--- src/rtl/pnmhp_pkg.sv ---
// Package for the PNM header parser: character constants, codes and byte classifiers.
// Depends on nothing; compiled first.
`default_nettype none

package pnmhp_pkg;

    // Default field widths.
    localparam int DIM_BITS_DEF     = 16;
    localparam int HDR_LEN_BITS_DEF = 12;

    // Characters that the header grammar cares about.
    localparam logic [7:0] CH_P     = "P";
    localparam logic [7:0] CH_5     = "5";
    localparam logic [7:0] CH_6     = "6";
    localparam logic [7:0] CH_HASH  = "#";
    localparam logic [7:0] CH_NL    = 8'h0A;
    localparam logic [7:0] CH_TAB   = 8'h09;
    localparam logic [7:0] CH_CR    = 8'h0D;
    localparam logic [7:0] CH_SPACE = " ";
    localparam logic [7:0] CH_0     = "0";
    localparam logic [7:0] CH_1     = "1";
    localparam logic [7:0] CH_7     = "7";
    localparam logic [7:0] CH_9     = "9";
    localparam logic [7:0] CH_LO_A  = "a";
    localparam logic [7:0] CH_LO_F  = "f";
    localparam logic [7:0] CH_UP_A  = "A";
    localparam logic [7:0] CH_UP_F  = "F";
    localparam logic [7:0] CH_LO_X  = "x";
    localparam logic [7:0] CH_UP_X  = "X";

    // Parser phase, one-hot.
    typedef enum logic [5:0] {
        PH_MAGIC0  = 6'b000001,
        PH_MAGIC1  = 6'b000010,
        PH_SKIP    = 6'b000100,
        PH_SKIP_WS = 6'b001000,
        PH_NUMBER  = 6'b010000,
        PH_DONE    = 6'b100000
    } phase_t;

    // Which header number is being read.
    typedef enum logic [1:0] {
        FLD_WIDTH  = 2'd0,
        FLD_HEIGHT = 2'd1,
        FLD_MAXVAL = 2'd2
    } field_t;

    // Number base of the value being read.
    typedef enum logic [1:0] {
        RX_DEC     = 2'd0,
        RX_OCT     = 2'd1,
        RX_HEX     = 2'd2,
        RX_HEXPEND = 2'd3
    } radix_t;

    typedef enum logic [2:0] {
        ST_OK        = 3'd0,
        ST_BAD_MAGIC = 3'd1,
        ST_ZERO_W    = 3'd2,
        ST_ZERO_H    = 3'd3,
        ST_TRUNC     = 3'd4,
        ST_OVERFLOW  = 3'd5
    } status_t;

    typedef enum logic [1:0] {
        KIND_GREY    = 2'd0,
        KIND_COLOUR  = 2'd1,
        KIND_UNKNOWN = 2'd2
    } kind_t;

    // Outcome of handling one byte in one pass.
    typedef enum logic [1:0] {
        ACT_NONE   = 2'd0,
        ACT_RESULT = 2'd1,
        ACT_AGAIN  = 2'd2
    } act_t;

    // Whitespace: space, tab, newline, vertical tab, form feed, carriage return.
    function automatic logic is_space(input logic [7:0] b);
        return (b == CH_SPACE) || ((b >= CH_TAB) && (b <= CH_CR));
    endfunction

    // Hex digit decode: bit 4 marks a valid digit, bits 3:0 carry its value.
    function automatic logic [4:0] hex_digit(input logic [7:0] b);
        logic [4:0] r;
        r = 5'd0;
        if ((b >= CH_0) && (b <= CH_9))
        begin
            r = {1'b1, b[3:0]};
        end
        else if (((b >= CH_LO_A) && (b <= CH_LO_F)) || ((b >= CH_UP_A) && (b <= CH_UP_F)))
        begin
            r = {1'b1, 4'(b[3:0] + 4'd9)};
        end
        return r;
    endfunction

endpackage

`default_nettype wire

--- src/rtl/pnmhp_if.sv ---
// Handshake interfaces for the PNM header parser: the byte channel and the result channel.
// Depends on pnmhp_pkg for default widths.
`default_nettype none

// Header bytes, one word per byte.
interface pnmhp_in_if;
    logic       valid;
    logic       ready;
    logic [7:0] data_byte;
    logic       first_byte;
    logic       last_byte;

    modport source (output valid, data_byte, first_byte, last_byte, input ready);
    modport sink   (input valid, data_byte, first_byte, last_byte, output ready);
endinterface

// Parsed header, one word per header.
interface pnmhp_out_if import pnmhp_pkg::*;
#(
    parameter int DIM_BITS        = DIM_BITS_DEF,
    parameter int HEADER_LEN_BITS = HDR_LEN_BITS_DEF
) ();
    logic                       valid;
    logic                       ready;
    logic [2:0]                 status;
    logic [1:0]                 image_kind;
    logic [DIM_BITS-1:0]        width;
    logic [DIM_BITS-1:0]        height;
    logic [DIM_BITS-1:0]        max_value;
    logic [HEADER_LEN_BITS-1:0] header_length;

    modport source (output valid, status, image_kind, width, height, max_value,
                    header_length, input ready);
    modport sink   (input valid, status, image_kind, width, height, max_value,
                    header_length, output ready);
endinterface

`default_nettype wire

--- src/rtl/pnmhp_out_buf.sv ---
// Two-entry result buffer (output register plus skid register) for the PNM header parser.
// Generic over the payload width; no package dependency.
`default_nettype none

module pnmhp_out_buf
#(
    parameter int DATA_W = 8
)
(
    input  logic              clk,
    input  logic              rst_n,
    input  logic              push_valid,
    input  logic [DATA_W-1:0] push_data,
    output logic              room,
    output logic              out_valid,
    input  logic              out_ready,
    output logic [DATA_W-1:0] out_data
);

    logic              out_valid_reg;
    logic              out_valid_next;
    logic [DATA_W-1:0] out_data_reg;
    logic [DATA_W-1:0] out_data_next;
    logic              skid_valid_reg;
    logic              skid_valid_next;
    logic [DATA_W-1:0] skid_data_reg;
    logic [DATA_W-1:0] skid_data_next;
    logic              out_free;

    // The producer pushes only while the skid register is empty.
    assign room      = !skid_valid_reg;
    assign out_valid = out_valid_reg;
    assign out_data  = out_data_reg;
    assign out_free  = !out_valid_reg || out_ready;

    // The output register refills from the skid first, else from a new word.
    always_comb
    begin
        out_valid_next  = out_valid_reg;
        out_data_next   = out_data_reg;
        skid_valid_next = skid_valid_reg;
        skid_data_next  = skid_data_reg;
        if (out_free)
        begin
            if (skid_valid_reg)
            begin
                out_valid_next  = 1'b1;
                out_data_next   = skid_data_reg;
                skid_valid_next = 1'b0;
            end
            else
            begin
                out_valid_next = push_valid;
                out_data_next  = push_data;
            end
        end
        else if (push_valid)
        begin
            skid_valid_next = 1'b1;
            skid_data_next  = push_data;
        end
    end

    // Control state.
    always_ff @(posedge clk or negedge rst_n)
    begin
        if (!rst_n)
        begin
            out_valid_reg  <= 1'b0;
            skid_valid_reg <= 1'b0;
        end
        else
        begin
            out_valid_reg  <= out_valid_next;
            skid_valid_reg <= skid_valid_next;
        end
    end

    // Payload.
    always_ff @(posedge clk)
    begin
        out_data_reg  <= out_data_next;
        skid_data_reg <= skid_data_next;
    end

endmodule

`default_nettype wire

--- src/rtl/pnm_header_parser.sv ---
// Top level of the binary PNM (P5/P6) header parser.
// Depends on pnmhp_pkg, pnmhp_if (pnmhp_in_if, pnmhp_out_if) and pnmhp_out_buf.
//
//   Channel   Modport   Word
//   -------   -------   -------------------------------------------------------
//   bytes     sink      data_byte, first_byte, last_byte (one header byte)
//   result    source    status, image_kind, width, height, max_value,
//                       header_length (one parsed header)
//
// One byte is taken every cycle while the result buffer has room; a byte passes
// an input register, then the parser logic updates its state and may write a
// result word into the result buffer.
// Results sit in a two-entry buffer; bytes keep flowing while one result waits,
// and bytes stall only when both entries are full.
// Reset (rst_n low) clears the parser state to "waiting for the P"; first_byte
// also restarts the parser with that byte as byte one.
`default_nettype none

module pnm_header_parser import pnmhp_pkg::*;
#(
    parameter int DIM_BITS        = DIM_BITS_DEF,
    parameter int HEADER_LEN_BITS = HDR_LEN_BITS_DEF
)
(
    input  logic        clk,
    input  logic        rst_n,
    pnmhp_in_if.sink    bytes,
    pnmhp_out_if.source result
);

    // Extra headroom for one shift-add step of the accumulator.
    localparam int ACC_W     = DIM_BITS + 1;
    localparam int ACC_EXT_W = DIM_BITS + 5;

    typedef struct packed {
        phase_t                     phase;
        field_t                     field;
        logic                       nl;
        logic                       cmt;
        radix_t                     radix;
        logic [ACC_W-1:0]           acc;
        kind_t                      kind;
        logic [DIM_BITS-1:0]        wid;
        logic [DIM_BITS-1:0]        hgt;
        logic [HEADER_LEN_BITS-1:0] cnt;
        logic                       ovf;
    } pstate_t;

    typedef struct packed {
        status_t                    status;
        kind_t                      image_kind;
        logic [DIM_BITS-1:0]        width;
        logic [DIM_BITS-1:0]        height;
        logic [DIM_BITS-1:0]        max_value;
        logic [HEADER_LEN_BITS-1:0] header_length;
    } result_t;

    typedef struct packed {
        pstate_t st;
        act_t    act;
        result_t res;
    } step_t;

    localparam int RES_W = $bits(result_t);

    localparam pstate_t ST_RESET = '{
        phase: PH_MAGIC0,
        field: FLD_WIDTH,
        nl:    1'b0,
        cmt:   1'b0,
        radix: RX_DEC,
        acc:   '0,
        kind:  KIND_UNKNOWN,
        wid:   '0,
        hgt:   '0,
        cnt:   '0,
        ovf:   1'b0
    };

    // ------------------------------------------------------------------
    // Parser step functions
    // ------------------------------------------------------------------

    function automatic step_t make_step(input pstate_t s, input act_t a);
        step_t r;
        r.st  = s;
        r.act = a;
        r.res = '0;
        return r;
    endfunction

    // Finish the header with a result word.
    function automatic step_t emit(input pstate_t s, input status_t st,
                                   input logic [DIM_BITS-1:0] maxv,
                                   input logic [HEADER_LEN_BITS-1:0] len);
        step_t r;
        r.st                   = s;
        r.st.phase             = PH_DONE;
        r.act                  = ACT_RESULT;
        r.res.status           = st;
        r.res.image_kind       = s.kind;
        r.res.width            = s.wid;
        r.res.height           = s.hgt;
        r.res.max_value        = maxv;
        r.res.header_length    = len;
        return r;
    endfunction

    function automatic pstate_t enter_skip(input pstate_t s, input field_t f);
        pstate_t n;
        n       = s;
        n.phase = PH_SKIP;
        n.field = f;
        n.nl    = 1'b0;
        n.cmt   = 1'b0;
        return n;
    endfunction

    // One digit into the accumulator; values past the field maximum stick at max + 1.
    function automatic logic [ACC_W-1:0] accumulate(input logic [ACC_W-1:0] a,
                                                    input radix_t rx,
                                                    input logic [3:0] d);
        logic [ACC_EXT_W-1:0] ax;
        logic [ACC_EXT_W-1:0] t;
        ax = ACC_EXT_W'(a);
        unique case (rx)
            RX_HEX:  t = ax << 4;
            RX_OCT:  t = ax << 3;
            default: t = (ax << 3) + (ax << 1);
        endcase
        t = t + ACC_EXT_W'(d);
        if (t[ACC_EXT_W-1:DIM_BITS] != '0)
        begin
            return {1'b1, {DIM_BITS{1'b0}}};
        end
        return {1'b0, t[DIM_BITS-1:0]};
    endfunction

    // End of a number: keep it and move on, or report.
    function automatic step_t finish_number(input pstate_t s);
        pstate_t                    n;
        logic                       big;
        logic [DIM_BITS-1:0]        v;
        logic [HEADER_LEN_BITS-1:0] len;
        step_t                      r;
        n   = s;
        big = s.acc[DIM_BITS];
        v   = big ? {DIM_BITS{1'b1}} : s.acc[DIM_BITS-1:0];
        len = s.cnt;
        if (s.field == FLD_WIDTH)
        begin
            if (v == '0)
            begin
                r = emit(s, ST_ZERO_W, '0, s.cnt);
            end
            else
            begin
                n.wid = v;
                n.ovf = s.ovf | big;
                r     = make_step(enter_skip(n, FLD_HEIGHT), ACT_AGAIN);
            end
        end
        else if (s.field == FLD_HEIGHT)
        begin
            if (v == '0)
            begin
                r = emit(s, ST_ZERO_H, '0, s.cnt);
            end
            else
            begin
                n.hgt = v;
                n.ovf = s.ovf | big;
                r     = make_step(enter_skip(n, FLD_MAXVAL), ACT_AGAIN);
            end
        end
        else
        begin
            // A bare "0x" ends at the x, which is the byte consumed after maxval.
            n.ovf = s.ovf | big;
            if ((s.radix == RX_HEXPEND) && (len != '0))
            begin
                len = len - HEADER_LEN_BITS'(1);
            end
            r = emit(n, n.ovf ? ST_OVERFLOW : ST_OK, v, len);
        end
        return r;
    endfunction

    // First byte after the whitespace in front of a number.
    function automatic step_t start_number(input pstate_t s, input logic [7:0] b);
        pstate_t n;
        step_t   r;
        n       = s;
        n.phase = PH_NUMBER;
        n.acc   = '0;
        n.radix = RX_DEC;
        n.nl    = 1'b0;
        if ((b >= CH_1) && (b <= CH_9))
        begin
            n.acc = ACC_W'(b[3:0]);
            r     = make_step(n, ACT_NONE);
        end
        else if (b == CH_0)
        begin
            // A lone leading zero: octal, or the start of a hex prefix.
            n.radix = RX_OCT;
            n.nl    = 1'b1;
            r       = make_step(n, ACT_NONE);
        end
        else
        begin
            r = finish_number(n);
        end
        return r;
    endfunction

    // A byte while a number is being read.
    function automatic step_t number_byte(input pstate_t s, input logic [7:0] b);
        pstate_t    n;
        logic [4:0] hx;
        step_t      r;
        n  = s;
        hx = hex_digit(b);
        if (s.radix == RX_HEXPEND)
        begin
            if (!hx[4])
            begin
                r = finish_number(s);
            end
            else
            begin
                n.radix = RX_HEX;
                n.acc   = ACC_W'(hx[3:0]);
                r       = make_step(n, ACT_NONE);
            end
        end
        else if ((s.radix == RX_OCT) && s.nl && ((b == CH_LO_X) || (b == CH_UP_X)))
        begin
            n.radix = RX_HEXPEND;
            n.nl    = 1'b0;
            r       = make_step(n, ACT_NONE);
        end
        else
        begin
            n.nl = 1'b0;
            if ((s.radix == RX_HEX) && hx[4])
            begin
                n.acc = accumulate(s.acc, RX_HEX, hx[3:0]);
                r     = make_step(n, ACT_NONE);
            end
            else if ((s.radix == RX_OCT) && (b >= CH_0) && (b <= CH_7))
            begin
                n.acc = accumulate(s.acc, RX_OCT, b[3:0]);
                r     = make_step(n, ACT_NONE);
            end
            else if ((s.radix == RX_DEC) && (b >= CH_0) && (b <= CH_9))
            begin
                n.acc = accumulate(s.acc, RX_DEC, b[3:0]);
                r     = make_step(n, ACT_NONE);
            end
            else
            begin
                r = finish_number(n);
            end
        end
        return r;
    endfunction

    // One pass of the byte through the grammar.
    function automatic step_t dispatch(input pstate_t s, input logic [7:0] b);
        pstate_t n;
        step_t   r;
        n = s;
        unique case (s.phase)
            PH_MAGIC0:
            begin
                if (b == CH_P)
                begin
                    n.phase = PH_MAGIC1;
                    r       = make_step(n, ACT_NONE);
                end
                else
                begin
                    n.kind = KIND_UNKNOWN;
                    r      = emit(n, ST_BAD_MAGIC, '0, s.cnt);
                end
            end
            PH_MAGIC1:
            begin
                if ((b == CH_5) || (b == CH_6))
                begin
                    n.kind = (b == CH_5) ? KIND_GREY : KIND_COLOUR;
                    r      = make_step(enter_skip(n, FLD_WIDTH), ACT_NONE);
                end
                else
                begin
                    n.kind = KIND_UNKNOWN;
                    r      = emit(n, ST_BAD_MAGIC, '0, s.cnt);
                end
            end
            PH_NUMBER:
            begin
                r = number_byte(s, b);
            end
            PH_SKIP_WS:
            begin
                if (is_space(b))
                begin
                    r = make_step(n, ACT_NONE);
                end
                else
                begin
                    r = start_number(s, b);
                end
            end
            PH_SKIP:
            begin
                if (s.cmt)
                begin
                    // Inside a comment (nl set) or right after one (nl clear).
                    if (s.nl)
                    begin
                        if (b == CH_NL)
                        begin
                            n.nl = 1'b0;
                        end
                        r = make_step(n, ACT_NONE);
                    end
                    else if (b == CH_HASH)
                    begin
                        n.nl = 1'b1;
                        r    = make_step(n, ACT_NONE);
                    end
                    else if (is_space(b))
                    begin
                        n.phase = PH_SKIP_WS;
                        r       = make_step(n, ACT_NONE);
                    end
                    else
                    begin
                        r = start_number(s, b);
                    end
                end
                else if (is_space(b))
                begin
                    n.nl = (b == CH_NL);
                    r    = make_step(n, ACT_NONE);
                end
                else if ((b == CH_HASH) && s.nl)
                begin
                    n.cmt = 1'b1;
                    n.nl  = 1'b1;
                    r     = make_step(n, ACT_NONE);
                end
                else
                begin
                    r = start_number(s, b);
                end
            end
            default:
            begin
                r = make_step(n, ACT_NONE);
            end
        endcase
        return r;
    endfunction

    // ------------------------------------------------------------------
    // Input register
    // ------------------------------------------------------------------

    logic       in_valid_reg;
    logic       in_valid_next;
    logic [7:0] in_byte_reg;
    logic       in_first_reg;
    logic       in_last_reg;
    logic       room;
    logic       proceed;
    logic       in_take;

    assign proceed     = in_valid_reg && room;
    assign bytes.ready = !in_valid_reg || proceed;
    assign in_take     = bytes.valid && bytes.ready;

    always_comb
    begin
        in_valid_next = in_valid_reg;
        if (in_take)
        begin
            in_valid_next = 1'b1;
        end
        else if (proceed)
        begin
            in_valid_next = 1'b0;
        end
    end

    always_ff @(posedge clk or negedge rst_n)
    begin
        if (!rst_n)
        begin
            in_valid_reg <= 1'b0;
        end
        else
        begin
            in_valid_reg <= in_valid_next;
        end
    end

    always_ff @(posedge clk)
    begin
        if (in_take)
        begin
            in_byte_reg  <= bytes.data_byte;
            in_first_reg <= bytes.first_byte;
            in_last_reg  <= bytes.last_byte;
        end
    end

    // ------------------------------------------------------------------
    // Parser state and per-byte logic
    // ------------------------------------------------------------------

    pstate_t state_reg;
    pstate_t state_next;
    logic    res_valid;
    result_t res_word;

    // A field-ending byte is handled twice: it also opens the next separator.
    always_comb
    begin
        pstate_t s0;
        step_t   r1;
        step_t   r2;
        s0        = in_first_reg ? ST_RESET : state_reg;
        r1        = make_step(s0, ACT_NONE);
        r2        = r1;
        res_valid = 1'b0;
        res_word  = '0;
        if (s0.phase == PH_DONE)
        begin
            state_next = s0;
        end
        else
        begin
            if (s0.cnt != {HEADER_LEN_BITS{1'b1}})
            begin
                s0.cnt = s0.cnt + HEADER_LEN_BITS'(1);
            end
            r1 = dispatch(s0, in_byte_reg);
            r2 = (r1.act == ACT_AGAIN) ? dispatch(r1.st, in_byte_reg) : r1;
            if ((r2.act != ACT_RESULT) && in_last_reg && (r2.st.phase != PH_DONE))
            begin
                r2 = emit(r2.st, ST_TRUNC, '0, r2.st.cnt);
            end
            state_next = r2.st;
            res_valid  = (r2.act == ACT_RESULT);
            res_word   = r2.res;
        end
    end

    always_ff @(posedge clk or negedge rst_n)
    begin
        if (!rst_n)
        begin
            state_reg <= ST_RESET;
        end
        else if (proceed)
        begin
            state_reg <= state_next;
        end
    end

    // ------------------------------------------------------------------
    // Result buffer
    // ------------------------------------------------------------------

    logic [RES_W-1:0] buf_data;
    result_t          out_word;

    pnmhp_out_buf
    #(
        .DATA_W (RES_W)
    )
    u_out_buf
    (
        .clk        (clk),
        .rst_n      (rst_n),
        .push_valid (proceed && res_valid),
        .push_data  (res_word),
        .room       (room),
        .out_valid  (result.valid),
        .out_ready  (result.ready),
        .out_data   (buf_data)
    );

    assign out_word             = result_t'(buf_data);
    assign result.status        = out_word.status;
    assign result.image_kind    = out_word.image_kind;
    assign result.width         = out_word.width;
    assign result.height        = out_word.height;
    assign result.max_value     = out_word.max_value;
    assign result.header_length = out_word.header_length;

endmodule

`default_nettype wire
--- src/flat_wrapper.sv ---
// flat-port wrapper written by rule: the top's interface ports become plain ports
module pnm_header_parser_flat import pnmhp_pkg::*;
#(
    parameter int DIM_BITS        = DIM_BITS_DEF,
    parameter int HEADER_LEN_BITS = HDR_LEN_BITS_DEF
)
  (clk, rst_n, bytes_valid, bytes_data_byte, bytes_first_byte, bytes_last_byte, bytes_ready, result_valid, result_status, result_image_kind, result_width, result_height, result_max_value, result_header_length, result_ready);
  pnmhp_in_if bytes_i ();
  pnmhp_out_if #(.DIM_BITS(DIM_BITS), .HEADER_LEN_BITS(HEADER_LEN_BITS)) result_i ();
  input  logic clk;
  input  logic rst_n;
  input wire logic [$bits(bytes_i.valid)-1:0] bytes_valid;
  input wire logic [$bits(bytes_i.data_byte)-1:0] bytes_data_byte;
  input wire logic [$bits(bytes_i.first_byte)-1:0] bytes_first_byte;
  input wire logic [$bits(bytes_i.last_byte)-1:0] bytes_last_byte;
  output wire logic [$bits(bytes_i.ready)-1:0] bytes_ready;
  output wire logic [$bits(result_i.valid)-1:0] result_valid;
  output wire logic [$bits(result_i.status)-1:0] result_status;
  output wire logic [$bits(result_i.image_kind)-1:0] result_image_kind;
  output wire logic [$bits(result_i.width)-1:0] result_width;
  output wire logic [$bits(result_i.height)-1:0] result_height;
  output wire logic [$bits(result_i.max_value)-1:0] result_max_value;
  output wire logic [$bits(result_i.header_length)-1:0] result_header_length;
  input wire logic [$bits(result_i.ready)-1:0] result_ready;
  assign bytes_i.valid = bytes_valid;
  assign bytes_i.data_byte = bytes_data_byte;
  assign bytes_i.first_byte = bytes_first_byte;
  assign bytes_i.last_byte = bytes_last_byte;
  assign bytes_ready = bytes_i.ready;
  assign result_valid = result_i.valid;
  assign result_status = result_i.status;
  assign result_image_kind = result_i.image_kind;
  assign result_width = result_i.width;
  assign result_height = result_i.height;
  assign result_max_value = result_i.max_value;
  assign result_header_length = result_i.header_length;
  assign result_i.ready = result_ready;
  pnm_header_parser #(.DIM_BITS(DIM_BITS), .HEADER_LEN_BITS(HEADER_LEN_BITS)) u_core (.clk(clk), .rst_n(rst_n), .bytes(bytes_i), .result(result_i));
endmodule
--- config.mk ---
export PLATFORM = sky130hd
export DESIGN_NAME = pnm_header_parser_flat
export DESIGN_NICKNAME = d
export VERILOG_FILES = /design/src/rtl/pnmhp_pkg.sv /design/src/rtl/pnmhp_if.sv /design/src/rtl/pnmhp_out_buf.sv /design/src/rtl/pnm_header_parser.sv /design/src/flat_wrapper.sv
export SDC_FILE = /design/constraint.sdc
export NUM_CORES = 1
export LEC_CHECK = 0
export ABC_AREA = 1
export BUFFER_PORTS_ARGS = -buffer_cell sky130_fd_sc_hd__buf_2
export CAP_MARGIN = 15
export CORE_MARGIN = 5
export CORE_UTILIZATION = 40
export DETAILED_ROUTE_END_ITERATION = 8
export HOLD_SLACK_MARGIN = 0.08
export SETUP_SLACK_MARGIN = 0.2
export SYNTH_ARGS = -nofsm -noshare
export SYNTH_HDL_FRONTEND = slang
export SYNTH_HIERARCHICAL = 1
export SYNTH_SLANG_ARGS = --single-unit
export TNS_END_PERCENT = 20
--- constraint.sdc ---
create_clock -name clk -period 6.65 [get_ports clk]
set_clock_uncertainty 0.05 [all_clocks]
set_input_delay 0.3325 -clock clk [delete_from_list [all_inputs] [get_ports clk]]
set_output_delay 0.3325 -clock clk [all_outputs]
set_load 0.005 [all_outputs]
# Word level (Yosys, flattened, before mapping)
# Cells that the tools add are included.
[classes]
addsub = 12
n_lt_le_gt_ge = 10
eq_ne = 33
n_mux = 195
n_bitwise = 3
reduce_logical = 54
[op_table]
columns = ["op", "count"]
rows = [
  ["2-to-1 mux 143 bit", 63],
  ["case mux 143 bit (5 select lines)", 2],
  ["2-to-1 mux 65 bit", 14],
  ["2-to-1 mux 21 bit", 36],
  ["2-to-1 mux 17 bit", 12],
  ["2-to-1 mux 76 bit", 2],
  ["adder 21 x 4 -> 21 bit", 6],
  ["2-to-1 mux 1 bit", 50],
  ["2-to-1 mux 12 bit", 4],
  ["adder 20 x 18 -> 21 bit", 2],
  ["equality test 8 x 6 -> 1 bit (second input constant)", 5],
  ["zero test 16 bit", 2],
  ["2-to-1 mux 16 bit", 2],
  ["2-to-1 mux 5 bit", 6],
  ["nonzero test 5 bit", 6],
  ["logical AND 1 bit", 28],
  ["equality test 8 x 7 -> 1 bit (second input constant)", 3],
  ["nonzero test 12 bit", 2],
  ["subtractor 12 x 1 -> 12 bit (second input constant)", 2],
  [">= comparator 8 x 6 -> 1 bit (second input constant)", 2],
  [">= comparator 8 x 7 -> 1 bit (second input constant)", 2],
  ["less-or-equal comparator 8 x 6 -> 1 bit (second input constant)", 2],
  ["less-or-equal comparator 8 x 7 -> 1 bit (second input constant)", 2],
  ["adder 12 x 1 -> 12 bit (second input constant)", 1],
  ["23 further kinds", 51],
]
[totals]
register_bits = 219
in_bits = 14
out_inout_bits = 67
elab_cells = 326

# Logic depth before layout (Yosys ltp)
# Gate-level depths: netlist (run 1).
[logic_depth]
ltp_word = 70
depth_mapped = 63
ltp_nobuf = 61

# Modules after synthesis
# Netlist (run 1), hierarchy kept.
[modules_own_cells]
columns = ["module", "instances", "cells_each", "area_each_um2", "seq_area_each_um2"]
rows = [
  ["pnm_header_parser", 1, 2622, 14607.8, 2229.6],
  ["pnmhp_out_buf", 1, 349, 4798.4, 3953.8],
]

# Worst setup path before layout (run 1)
# No wires, ideal clock.
[synth_path]
kind = "register to register"
start = "register u_core.in_byte_reg[1]"
end = "register u_core.u_out_buf.skid_data_reg[0] (enable)"
setup_time_ns = 0.488
arrival_time_ns = 6.667
t_required_ns = 6.112
path_slack_ns = -0.555
path_stages_with_launch = 33
n_path_buf = 1
period_less_slack_ns = 7.205
cell_sequence = "edfxtp_1 > inv_1 > ha_1 > inv_1 > a21oi_1 > o21ai_4 > inv_2 > nor2_4 > inv_2 > nand3_2 > inv_2 > nor2_2 > nand2_2 > nor3_2 > inv_2 > nor2_4 > inv_2 > nor2_4 > nor3_1 > a21oi_2 > inv_2 > nor2_1 > inv_2 > nand2_1 > inv_2 > o21ai_0 > nand2_1 > nand4_1 > nand2_2 > buf_2 > a31oi_1 > inv_1 > nor2_1"
[synth_between]
elab_chain_len = 43
elab_cells_between_ends = 160
classes_between = "add/sub (4); order compare (10); eq/ne (22); mux (90); reduce/logical (34)"
[synth_lines]
columns = ["element", "line_no", "text"]
rows = [
  ["from (decl)", "pnm_header_parser.sv:374", "logic [7:0] in_byte_reg;"],
  ["from (signal assigned)", "pnm_header_parser.sv:414", "in_byte_reg <= bytes.data_byte;"],
  [">= comparator 8 x 7 -> 1 bit / less-or-equal comparator 8 x 7 -> 1 bit (equally long branches)", "pnmhp_pkg.sv:91", "else if (((b >= CH_LO_A) && (b <= CH_LO_F)) || ((b >= CH_UP_A) && (b <= CH_UP_F)))"],
  ["logical AND 1 bit", "pnmhp_pkg.sv:91", ""],
  ["logical OR 1 bit", "pnmhp_pkg.sv:91", ""],
  ["2-to-1 mux 5 bit", "pnmhp_pkg.sv:91", ""],
  ["2-to-1 mux 5 bit", "pnmhp_pkg.sv:87", "if ((b >= CH_0) && (b <= CH_9))"],
  ["2-to-1 mux 5 bit", "pnm_header_parser.sv:274", "unique case (s.phase)"],
  ["2-to-1 mux 5 bit", "pnm_header_parser.sv:440", "if (s0.phase == PH_DONE)"],
  ["adder 21 x 4 -> 21 bit", "pnm_header_parser.sv:131", "t = t + ACC_EXT_W'(d);"],
  ["(+26 left out)", "-", ""],
  ["!= test 2 x 1 -> 1 bit", "pnm_header_parser.sv:452", "if ((r2.act != ACT_RESULT) && in_last_reg && (r2.st.phase != PH_DONE))"],
  ["logical AND 1 bit (2 in series)", "pnm_header_parser.sv:452", ""],
  ["2-to-1 mux 143 bit (*)", "pnm_header_parser.sv:452", ""],
  ["2-to-1 mux 143 bit (*)", "pnm_header_parser.sv:440", ""],
  ["equality test 2 x 1 -> 1 bit (*)", "pnm_header_parser.sv:457", "res_valid = (r2.act == ACT_RESULT);"],
  ["2-to-1 mux 1 bit (*)", "pnm_header_parser.sv:440", ""],
  ["logical AND 1 bit (*)", "pnm_header_parser.sv:489", ".push_valid (proceed && res_valid),"],
  ["AND reduction 2 bit (no line) (*)", "-", ""],
  ["to (signal assigned)", "pnmhp_out_buf.sv:83", "skid_data_reg <= skid_data_next;"],
  ["to (decl)", "pnmhp_out_buf.sv:26", "logic [DATA_W-1:0] skid_data_reg;"],
]
# Mark *: on every way between the ends. The rest lies on a longest branch, timed or not. The select of a mux whose other input is x is not followed.
# A chain may end at the register's enable or synchronous reset.

# Final worst setup path (run 1)
[layout_path]
start = "register u_core.in_first_reg"
end = "register u_core/state_reg[51] in the netlist's numbering"
[layout_between]
elab_chain_len = 57
elab_cells_between_ends = 201
classes_between = "add/sub (8); eq/ne (20); mux (146); reduce/logical (27)"
[layout_lines]
columns = ["element", "line_no", "text"]
rows = [
  ["from (decl)", "pnm_header_parser.sv:375", "logic in_first_reg;"],
  ["from (signal assigned)", "pnm_header_parser.sv:415", "in_first_reg <= bytes.first_byte;"],
  ["2-to-1 mux 76 bit (*)", "pnm_header_parser.sv:435", "s0 = in_first_reg ? ST_RESET : state_reg;"],
  ["adder 20 x 18 -> 21 bit", "-", ""],
  ["2-to-1 mux 21 bit", "pnm_header_parser.sv:256", "else if ((s.radix == RX_DEC) && (b >= CH_0) && (b <= CH_9))"],
  ["2-to-1 mux 21 bit", "pnm_header_parser.sv:251", "else if ((s.radix == RX_OCT) && (b >= CH_0) && (b <= CH_7))"],
  ["2-to-1 mux 21 bit", "pnm_header_parser.sv:246", "if ((s.radix == RX_HEX) && hx[4])"],
  ["2-to-1 mux 21 bit", "pnm_header_parser.sv:237", "else if ((s.radix == RX_OCT) && s.nl && ((b == CH_LO_X) || (b == CH_UP_X)))"],
  ["2-to-1 mux 21 bit", "pnm_header_parser.sv:224", "if (s.radix == RX_HEXPEND)"],
  ["2-to-1 mux 21 bit", "pnm_header_parser.sv:274", ""],
  ["(+41 left out)", "-", ""],
  ["2-to-1 mux 143 bit", "pnm_header_parser.sv:237", ""],
  ["2-to-1 mux 143 bit", "pnm_header_parser.sv:224", ""],
  ["case mux 143 bit (5 select lines)", "pnm_header_parser.sv:274", ""],
  ["2-to-1 mux 143 bit", "pnm_header_parser.sv:440", ""],
  ["2-to-1 mux 143 bit", "pnm_header_parser.sv:451", "r2 = (r1.act == ACT_AGAIN) ? dispatch(r1.st, in_byte_reg) : r1;"],
  ["2-to-1 mux 143 bit", "pnm_header_parser.sv:452", ""],
  ["2-to-1 mux 143 bit", "pnm_header_parser.sv:440", ""],
  ["2-to-1 mux 76 bit (*)", "pnm_header_parser.sv:440", ""],
  ["to (signal assigned)", "pnm_header_parser.sv:470", "state_reg <= state_next;"],
  ["to (decl)", "pnm_header_parser.sv:424", "pstate_t state_reg;"],
]
# Marks and branches as above.

==> results of run 1 <==
through the flow:
stage	utilization (%)	instance area (sq um)	TNS, ns	power (uW)	std cells
detailed placement	47.23	22600	-9.992	6674	3884
floorplan	-	19470	-27.16	4613	2971
global route	51.76	24770	-11.93	9101	3993
global placement	47.21	22590	-7.513	6654	3883
CTS	50.83	24320	-0.9757	8399	3982
finish	51.76	24770	-3.536	8552	3993
what timing repair did:
item | in CTS | in global routing
endpoints found under the setup margin | 17 | 68
pin swaps | 53 | 57
resized for setup | 100 | 89
hold endpoints to repair | 23 | 0
hold buffers | 12 | 0
buffers inserted | 37 | 11
gates cloned | 2 | 0
worst max-delay path by stage:
stage                                  startpoint                          endpoint  depth (start not counted)
floorplan           u_core/in_first_reg$_DFFE_PP_  u_core/state_reg[53]$_DFFE_PN0P_                         57
global placement    u_core/in_first_reg$_DFFE_PP_  u_core/state_reg[48]$_DFFE_PN0P_                         55
detailed placement  u_core/in_first_reg$_DFFE_PP_  u_core/state_reg[59]$_DFFE_PN0P_                         53
CTS                 u_core/in_first_reg$_DFFE_PP_  u_core/state_reg[59]$_DFFE_PN0P_                         61
global route        u_core/in_first_reg$_DFFE_PP_  u_core/state_reg[62]$_DFFE_PN0P_                         55
finish              u_core/in_first_reg$_DFFE_PP_  u_core/state_reg[51]$_DFFE_PN0P_                         54
report_power, final:
part	total, uW	internal [uW]	switching (uW)
registers	2150	1940	204
logic	4900	1760	3130
clock network	1510	897	614
cell usage after synthesis, drive strengths merged, types with 7 or more instances:
library cell / instances / area share [%]
dfrtp: 77 / 9.9
nand4: 34 / 1.1
nand3b: 7 / 0.40
inv: 368 / 7.2
edfxtp: 140 / 22
nor4: 15 / 0.56
buf: 49 / 1.7
o22ai: 32 / 1.0
xor2: 48 / 2.2
a21oi: 115 / 3.0
nand2: 1009 / 20
clkbuf: 64 / 1.2
ha: 36 / 2.3
a22oi: 12 / 0.49
nor2: 301 / 6.7
nor3: 44 / 1.3
nand3: 178 / 4.8
a31oi: 26 / 0.84
o21ai: 287 / 7.7
o211ai: 23 / 0.89
o311ai: 7 / 0.32
xnor2: 17 / 0.77
o221ai: 25 / 1.1
cell families (layout without fill, tap and decap cells):
family	Yosys count	in the layout	synth area share, %
buffers and inverters	486	893	10.16
muxes	1	1	0.05158
xor gates and xnor gates	65	65	2.934
DFF	219	219	31.86
and+or+nand+nor	1596	1596	35.40
AOI/OAI and AO/OA	566	566	17.06
adders and majority gates	38	38	2.527
cell type report:
| type | instances | area share [%] |
|---|---|---|
| tap | 615 | 3.107 |
| clock inverter | 16 | 0.7881 |
| sequential | 219 | 24.97 |
| timing repair buffer | 473 | 14.19 |
| multi-input combinational | 2266 | 48.42 |
| clock buffer | 31 | 2.789 |
| inverter | 373 | 5.729 |
layer usage:
metal | up-vias | routed length, um | GRT usage, %
li1 | 10597 | - | -
met1 | 10411 | 32660 | 36.77
met2 | 910 | 37680 | 49.77
met3 | 215 | 5199 | 3.763
met4 | 4 | 3833 | 11.84
met5 | - | 15 | 0
==> run metrics, run 1 <==
reg-to-reg endpoint=u_core/state_reg[51]$_DFFE_PN0P_; clock slew seen by the registers of the worst setup and hold paths=0.07 ns; flop2flop setup slack=-0.25 ns; Antenna diodes=0; Max FO, Critical Path=8; area occupied by multi-input gates=11,990 sq um; die height=230.3 um; routed vias=22,137; register area share after synthesis=31.86%; Arr. time, crit path=7.34 ns; CP delay by family, top=simple AND/OR/NAND/NOR gates; Pleak=0.01187 uW; max-cap violations=0; Setup violations, final=17; vias in the first global route=21,725; most frequent cells in the layout=nand2_1, buf_4, inv_1, o21ai_0, nor2_1; share of layout cells above drive strength 1=24.01%; Fin Hold WS=0.1809 ns; max reg flops=76; total wire length=79,390 um; Worst EP required=7.09 ns; beginning of the worst register-to-register path=u_core/in_first_reg$_DFFE_PP_; min cycle time layout=6.901 ns; CTS Buffer Depth=3; kind of critical path=reg2reg; Top Ports=81; Final Max Slew Viols=0; Initial DRC Count=2,156; fmax=144.9 MHz; # nets final=3,411; Root Driver=clkbuf_16; P&R area growth vs syn=27.62%; violated checks=negative setup slack; CTS H-tree lvls=1; Port Buf Inserts=80; Seq cells post-synth=219; fin crit share=103.8%; distinct cell type count after synthesis=72; global route overflow=0; clk_lat worst skew=0.56 ns; most frequent CP cell=nand2_1; Final Wtd Congestion=0.9711; Worst Max-Slew Pin Slew=0.9991 ns; CTS tree=yes; RSZ-0062 raised after global routing=true; fillers=4,863; Synthesis Warnings=6; first-pass GRT wire length=123,100 um; Syn Nets=3,023; worst setup margin=-0.2510 ns; hold crit path type=in2async; Post-synth EDFFs=140; relative slew slack=33.39%; max incr delay on CP=0.61 ns; WP buf/inv=8; crit end category=flop; Vias/cell=5.544; synthesized area per cell=6.532 sq um; Total GRT Usage=28.90%; Most used DFF post-synth=edfxtp_1; synthesized area=19,410 sq um; Remaining DRCs=0; full die area=53,020 sq um; CP max stage cell=fa_2; # rows=80; status=finished with violations; reg2reg path depth=54; most common cell after layout, fill and taps aside=nand2_1; Place WS=-0.6329 ns; FF+latch area=6185 sq um; initial antenna violation count=2; VDD IR max=0.0001849 V; DP HPWL=60,260 um; Starting Density=40.56%; Die W=230.3 um; largest net degree at the start of global routing=69; Async SR Flop Fraction=36.07%; Mapped Cells=2,971; PwrDens=345.3 nW/um^2; core area=47,850 sq um; Startpoint Class=flop; DRT antenna net count=0; CTS Buf Count=26; WL per Instance=19.88 um; DR pass1 iterations=6; final hold vios=0; Clock Sinks=219
No activity file was read; power rests on OpenSTA's default activity.
==> run 2: changes to the inputs <==
- MAX_ROUTING_LAYER: default -> met4
==> run 2 against run 1 <==
  * The flow still finishes with violations (negative setup slack)
  * Critical endpoint is now u_core/state_reg[52]$_DFFE_PN0P_
  * Global-route usage increased by 0.87 points
  * Largest cell class unchanged
  * Setup slack improved by 0.13 ns
  * Sequential share of layout area decreased by 0.15 points
  * Combinational power about the same
  * Critical path depth increased by 5
  * Utilization increased by 0.31 points
  * Maximum frequency increased by 1.9%
  * Highest routed layer is now met4
  * Critical path type unchanged
  * Sequential power about the same
==> run metrics, run 2 (synthesized netlist as in run 1, its figures left out) <==
Die W=230.3 um; VDD IR max=0.0001479 V; Inst Count DP=3,892; P&R area growth vs syn=28.38%; CTS Buffer Depth=3; Startpoint Class=flop; final instance area=24,910 sq um; Clock Sinks=219; Total GRT Usage=29.77%; DR pass1 iterations=6; DP HPWL=61,180 um; RSZ-0062 raised after global routing=true; Port Buf Inserts=80; Non-Filler Instances=3,997; Starting Density=40.56%; Antenna diodes=0; Final Max Slew Viols=0; largest net degree at the start of global routing=69; core area=47,850 sq um; first-pass GRT wire length=122,500 um; max reg flops=76; Max FO, Critical Path=8; Power, Total=8555 uW; violated checks=negative setup slack; vias in the first global route=21,512; flop2flop setup slack=-0.13 ns; most frequent CP cell=nand2_1; DRT antenna net count=0; most common cell after layout, fill and taps aside=nand2_1; full die area=53,020 sq um; reg-to-reg endpoint=u_core/state_reg[52]$_DFFE_PN0P_; Root Driver=clkbuf_16; Vias/cell=5.535; # rows=80; Worst EP required=7.11 ns; die height=230.3 um; share of layout cells above drive strength 1=24.99%; CTS Buf Count=27; status=finished with violations; Final Util=52.07%; CTS H-tree lvls=1; beginning of the worst register-to-register path=u_core/in_first_reg$_DFFE_PP_; Arr. time, crit path=7.23 ns; most frequent cells in the layout=nand2_1, buf_4, inv_1, o21ai_0, nor2_1; total wire length=79,640 um; relative slew slack=28.14%; WL per Instance=19.93 um; CP max stage cell=edfxtp_1; initial antenna violation count=0; clock slew seen by the registers of the worst setup and hold paths=0.07 ns; crit end category=flop; reg2reg path depth=59; Top Ports=81; Remaining DRCs=0; kind of critical path=reg2reg; min cycle time layout=6.775 ns; routed vias=22,123; final hold vios=0; Worst Max-Slew Pin Slew=1.078 ns; Fin Hold WS=0.1700 ns; Setup violations, final=16; fin crit share=101.9%; fmax=147.6 MHz; crit path capture=u_core/state_reg[52]$_DFFE_PN0P_; CTS tree=yes; hold crit path type=in2async; worst setup margin=-0.1252 ns; # nets final=3,414; PwrDens=343.4 nW/um^2; global route overflow=0; Final Wtd Congestion=1.017; Pleak=0.01189 uW; max incr delay on CP=0.43 ns; placed standard-cell area=22,660 sq um; max-cap violations=0; clk_lat worst skew=0.57 ns; Initial DRC Count=2,014; crit path from=u_core/in_first_reg$_DFFE_PP_
-- run 2: cell types whose count changed in the layout (fill, tap and decap cells not counted), sizes merged --
cell and delta:
inv +3, buf +2, bufinv -1, clkbuf -1, clkinv +1
-- run 2: critical path: cells and delay by family, from the launching register on --
kind	cells	cell delay, ns
adders and majority gates	1	0.24
buffers and inverters	10	1.26
AOI/OAI and AO/OA	6	0.72
xor gates and xnor gates	2	0.33
and+or+nand+nor	40	3.66
DFF	1	0.43
-- run 2: timing repair --
action / CTS / global route
buffers inserted: 25 / 15
cloned: 3 / 1
gates resized for setup: 104 / 134
endpoints found under the setup margin: 17 / 95
hold buffers: 12 / 0
endpoints found under the hold margin: 23 / 0
pin swaps: 60 / 106
-- run 2: worst min path at each step --
stage	start	end	cells past startpoint
floorplan	rst_n	u_core/in_valid_reg$_DFFE_PN0P_	0
global placement	rst_n	u_core/state_reg[7]$_DFFE_PN0P_	1
detailed placement	rst_n	u_core/state_reg[7]$_DFFE_PN0P_	1
CTS	rst_n	u_core/state_reg[9]$_DFFE_PN0P_	2
global route	rst_n	u_core/state_reg[4]$_DFFE_PN0P_	2
finish	rst_n	u_core/state_reg[4]$_DFFE_PN0P_	2
-- run 2: area by class of cell --
class / instances / area [sq um]
fillers: 4829 / 22930
multi-input cells: 2266 / 12150
flip-flops and latches: 219 / 6185
repair buffers: 475 / 3512
inverters: 373 / 1415
well taps: 615 / 769.5
clock buffers: 30 / 686.9
clock inverters: 19 / 197.7
-- run 2: power by group --
part | total (uW) | switching [uW] | internal, uW
registers | 2150 | 211 | 1940
clock network | 1480 | 613 | 866
logic | 4920 | 3180 | 1750
total | 8560 | 4000 | 4550
-- run 2: metrics by stage --
| stage | setup TNS [ns] | setup WS [ns] |
|---|---|---|
| final | -1.371 | -0.1252 |
| after floorplan | -27.16 | -0.3533 |
| after detailed placement | -13.51 | -0.8703 |
| after global routing | -10.42 | -0.6581 |
| after CTS | -3.292 | -0.2568 |
| after global placement | -11.36 | -0.7276 |
-- run 2: routing by layer --
metal | up-vias | share of wire [%] | global-route usage [%]
li1 | 10599 | - | -
met5 | - | 0 | -
met3 | 201 | 5.7 | 2.813
met2 | 836 | 47 | 49.04
met4 | 0 | 4.7 | 11.96
met1 | 10487 | 42 | 37.98
==> run 3: changes to the inputs <==
- CTS_BUF_LIST: default -> sky130_fd_sc_hd__clkbuf_8 sky130_fd_sc_hd__clkbuf_16
==> run 3 against run 2 <==
  * The flow still finishes with violations (negative setup slack)
  * Sequential power about the same
  * Power hardly changed
  * Die area unchanged
  * Combinational power barely moved
  * Critical endpoint unchanged
==> run metrics, run 3 (synthesized netlist as in run 1, its figures left out) <==
DRT antenna net count=0; routed vias=22,143; Worst EP required=7.11 ns; # nets final=3,414; kind of critical path=reg2reg; Pleak=0.01191 uW; full die area=53,020 sq um; DP HPWL=61,180 um; core area=47,850 sq um; Final Wtd Congestion=1.017; Vias/cell=5.540; Metal-1 WL=33,430 um; status=finished with violations; Clock Sinks=219; relative slew slack=28.10%; Port Buf Inserts=80; Startpoint Class=flop; clk_lat worst skew=0.57 ns; CTS Buffer Depth=3; CTS Buf Count=27; Met2 Wirelength=37,790 um; min cycle time layout=6.769 ns; fin crit share=101.8%; vias in the first global route=21,512; Setup violations, final=16; most frequent cells in the layout=nand2_1, buf_4, inv_1, o21ai_0, nor2_1; CP max stage cell=edfxtp_1; VDD IR max=0.0001479 V; die height=230.3 um; Non-Filler Instances=3,997; # rows=80; most frequent CP cell=nand2_1; fmax=147.7 MHz; clock slew seen by the registers of the worst setup and hold paths=0.07 ns; Arr. time, crit path=7.23 ns; first-pass GRT wire length=122,500 um; max layer used=met4; CTS tree=yes; Power, Total=8548 uW; PwrDens=343.1 nW/um^2; Starting Density=40.56%; reg-to-reg endpoint=u_core/state_reg[52]$_DFFE_PN0P_; RSZ-0062 raised after global routing=true; largest net degree at the start of global routing=69; most common cell after layout, fill and taps aside=nand2_1; max reg flops=76; initial antenna violation count=0; hold crit path type=in2async; final hold vios=0; DR pass1 iterations=8; Place WS=-0.8703 ns; max incr delay on CP=0.43 ns; P&R area growth vs syn=28.38%; beginning of the worst register-to-register path=u_core/in_first_reg$_DFFE_PP_; Root Driver=clkbuf_16; flop2flop setup slack=-0.12 ns; crit end category=flop; Initial DRC Count=2,016; share of layout cells above drive strength 1=24.99%; Total GRT Usage=29.77%; CTS H-tree lvls=1; violated checks=negative setup slack; worst setup margin=-0.1195 ns; total wire length=79,630 um; Final Max Slew Viols=0; Die W=230.3 um; WL per Instance=19.92 um; Worst Max-Slew Pin Slew=1.079 ns; reg2reg path depth=59; Inst Count DP=3,892; global route overflow=0; Antenna diodes=0; DR WL met3=4681 um; Top Ports=81; max-cap violations=0; Remaining DRCs=0; Max FO, Critical Path=8
==> run 3: changes by cell type in the layout (fill, tap and decap cells not counted), sizes merged <==
cell	previous run	this run
clkbuf	30	27
inv	372	375
==> run 3: worst max-delay path: cells and delay by family (launching register included) <==
kind | cells | cell delay [ns]
AO/OA/AOI/OAI | 6 | 0.72
XOR/XNOR | 2 | 0.33
adder cells (fa/ha/maj) | 1 | 0.24
buffers and inverters | 10 | 1.26
flip-flops | 1 | 0.43
AND/OR/NAND/NOR | 40 | 3.66
==> run 3: per-stage QoR <==
| stage | TNS (ns) | hold WS, ns | util (%) | instance area, sq um |
|---|---|---|---|---|
| after global placement | -11.36 | 0.1481 | 47.35 | 22660 |
| after detailed placement | -13.51 | 0.1488 | 47.35 | 22660 |
| final | -1.365 | 0.1696 | 52.07 | 24910 |
| after floorplan | -27.16 | -0.01309 | - | 19470 |
| after global routing | -10.42 | 0.1765 | 52.07 | 24910 |
| after CTS | -3.292 | 0.1561 | 50.71 | 24260 |
==> run 3: report_power, final <==
group	switching [uW]	internal, uW
clock network	614	861
registers	211	1940
logic	3170	1750
total	4000	4550
==> run 3: per-layer routing <==
metal,GRT usage (%),up-vias
li1,-,10597
met1,37.98,10459
met2,49.04,885
met3,2.813,202
met4,11.96,0
met5,-,-
==> run 3: final cells by class <==
cell class	instances	area (sq um)
Fill cell	4829	22930
Multi-Input combinational cell	2266	12150
Sequential cell	219	6185
Timing Repair Buffer	475	3512
Inverter	373	1415
Tap cell	615	769.5
Clock buffer	27	675.6
Clock inverter	22	209.0
==> run 3: what timing repair did <==
item                                    CTS  global route
buffers inserted                         25            15
endpoints found under the hold margin    23             0
pin swaps                                60           106
hold buffers                             12             0
endpoints found under the setup margin   17            95
gates resized for setup                 104           134
gates cloned                              3             1
==> run 3: how the worst max path moves through the flow <==
stage                                        from                          endpoint  slack, ns  depth (start not counted)
CTS                 u_core/in_first_reg$_DFFE_PP_  u_core/state_reg[56]$_DFFE_PN0P_      -0.26                         56
floorplan           u_core/in_first_reg$_DFFE_PP_  u_core/state_reg[53]$_DFFE_PN0P_      -0.35                         57
global placement    u_core/in_first_reg$_DFFE_PP_  u_core/state_reg[52]$_DFFE_PN0P_      -0.73                         52
global route        u_core/in_first_reg$_DFFE_PP_  u_core/state_reg[56]$_DFFE_PN0P_      -0.66                         57
finish              u_core/in_first_reg$_DFFE_PP_  u_core/state_reg[52]$_DFFE_PN0P_      -0.12                         59
detailed placement  u_core/in_first_reg$_DFFE_PP_  u_core/state_reg[56]$_DFFE_PN0P_      -0.87                         52
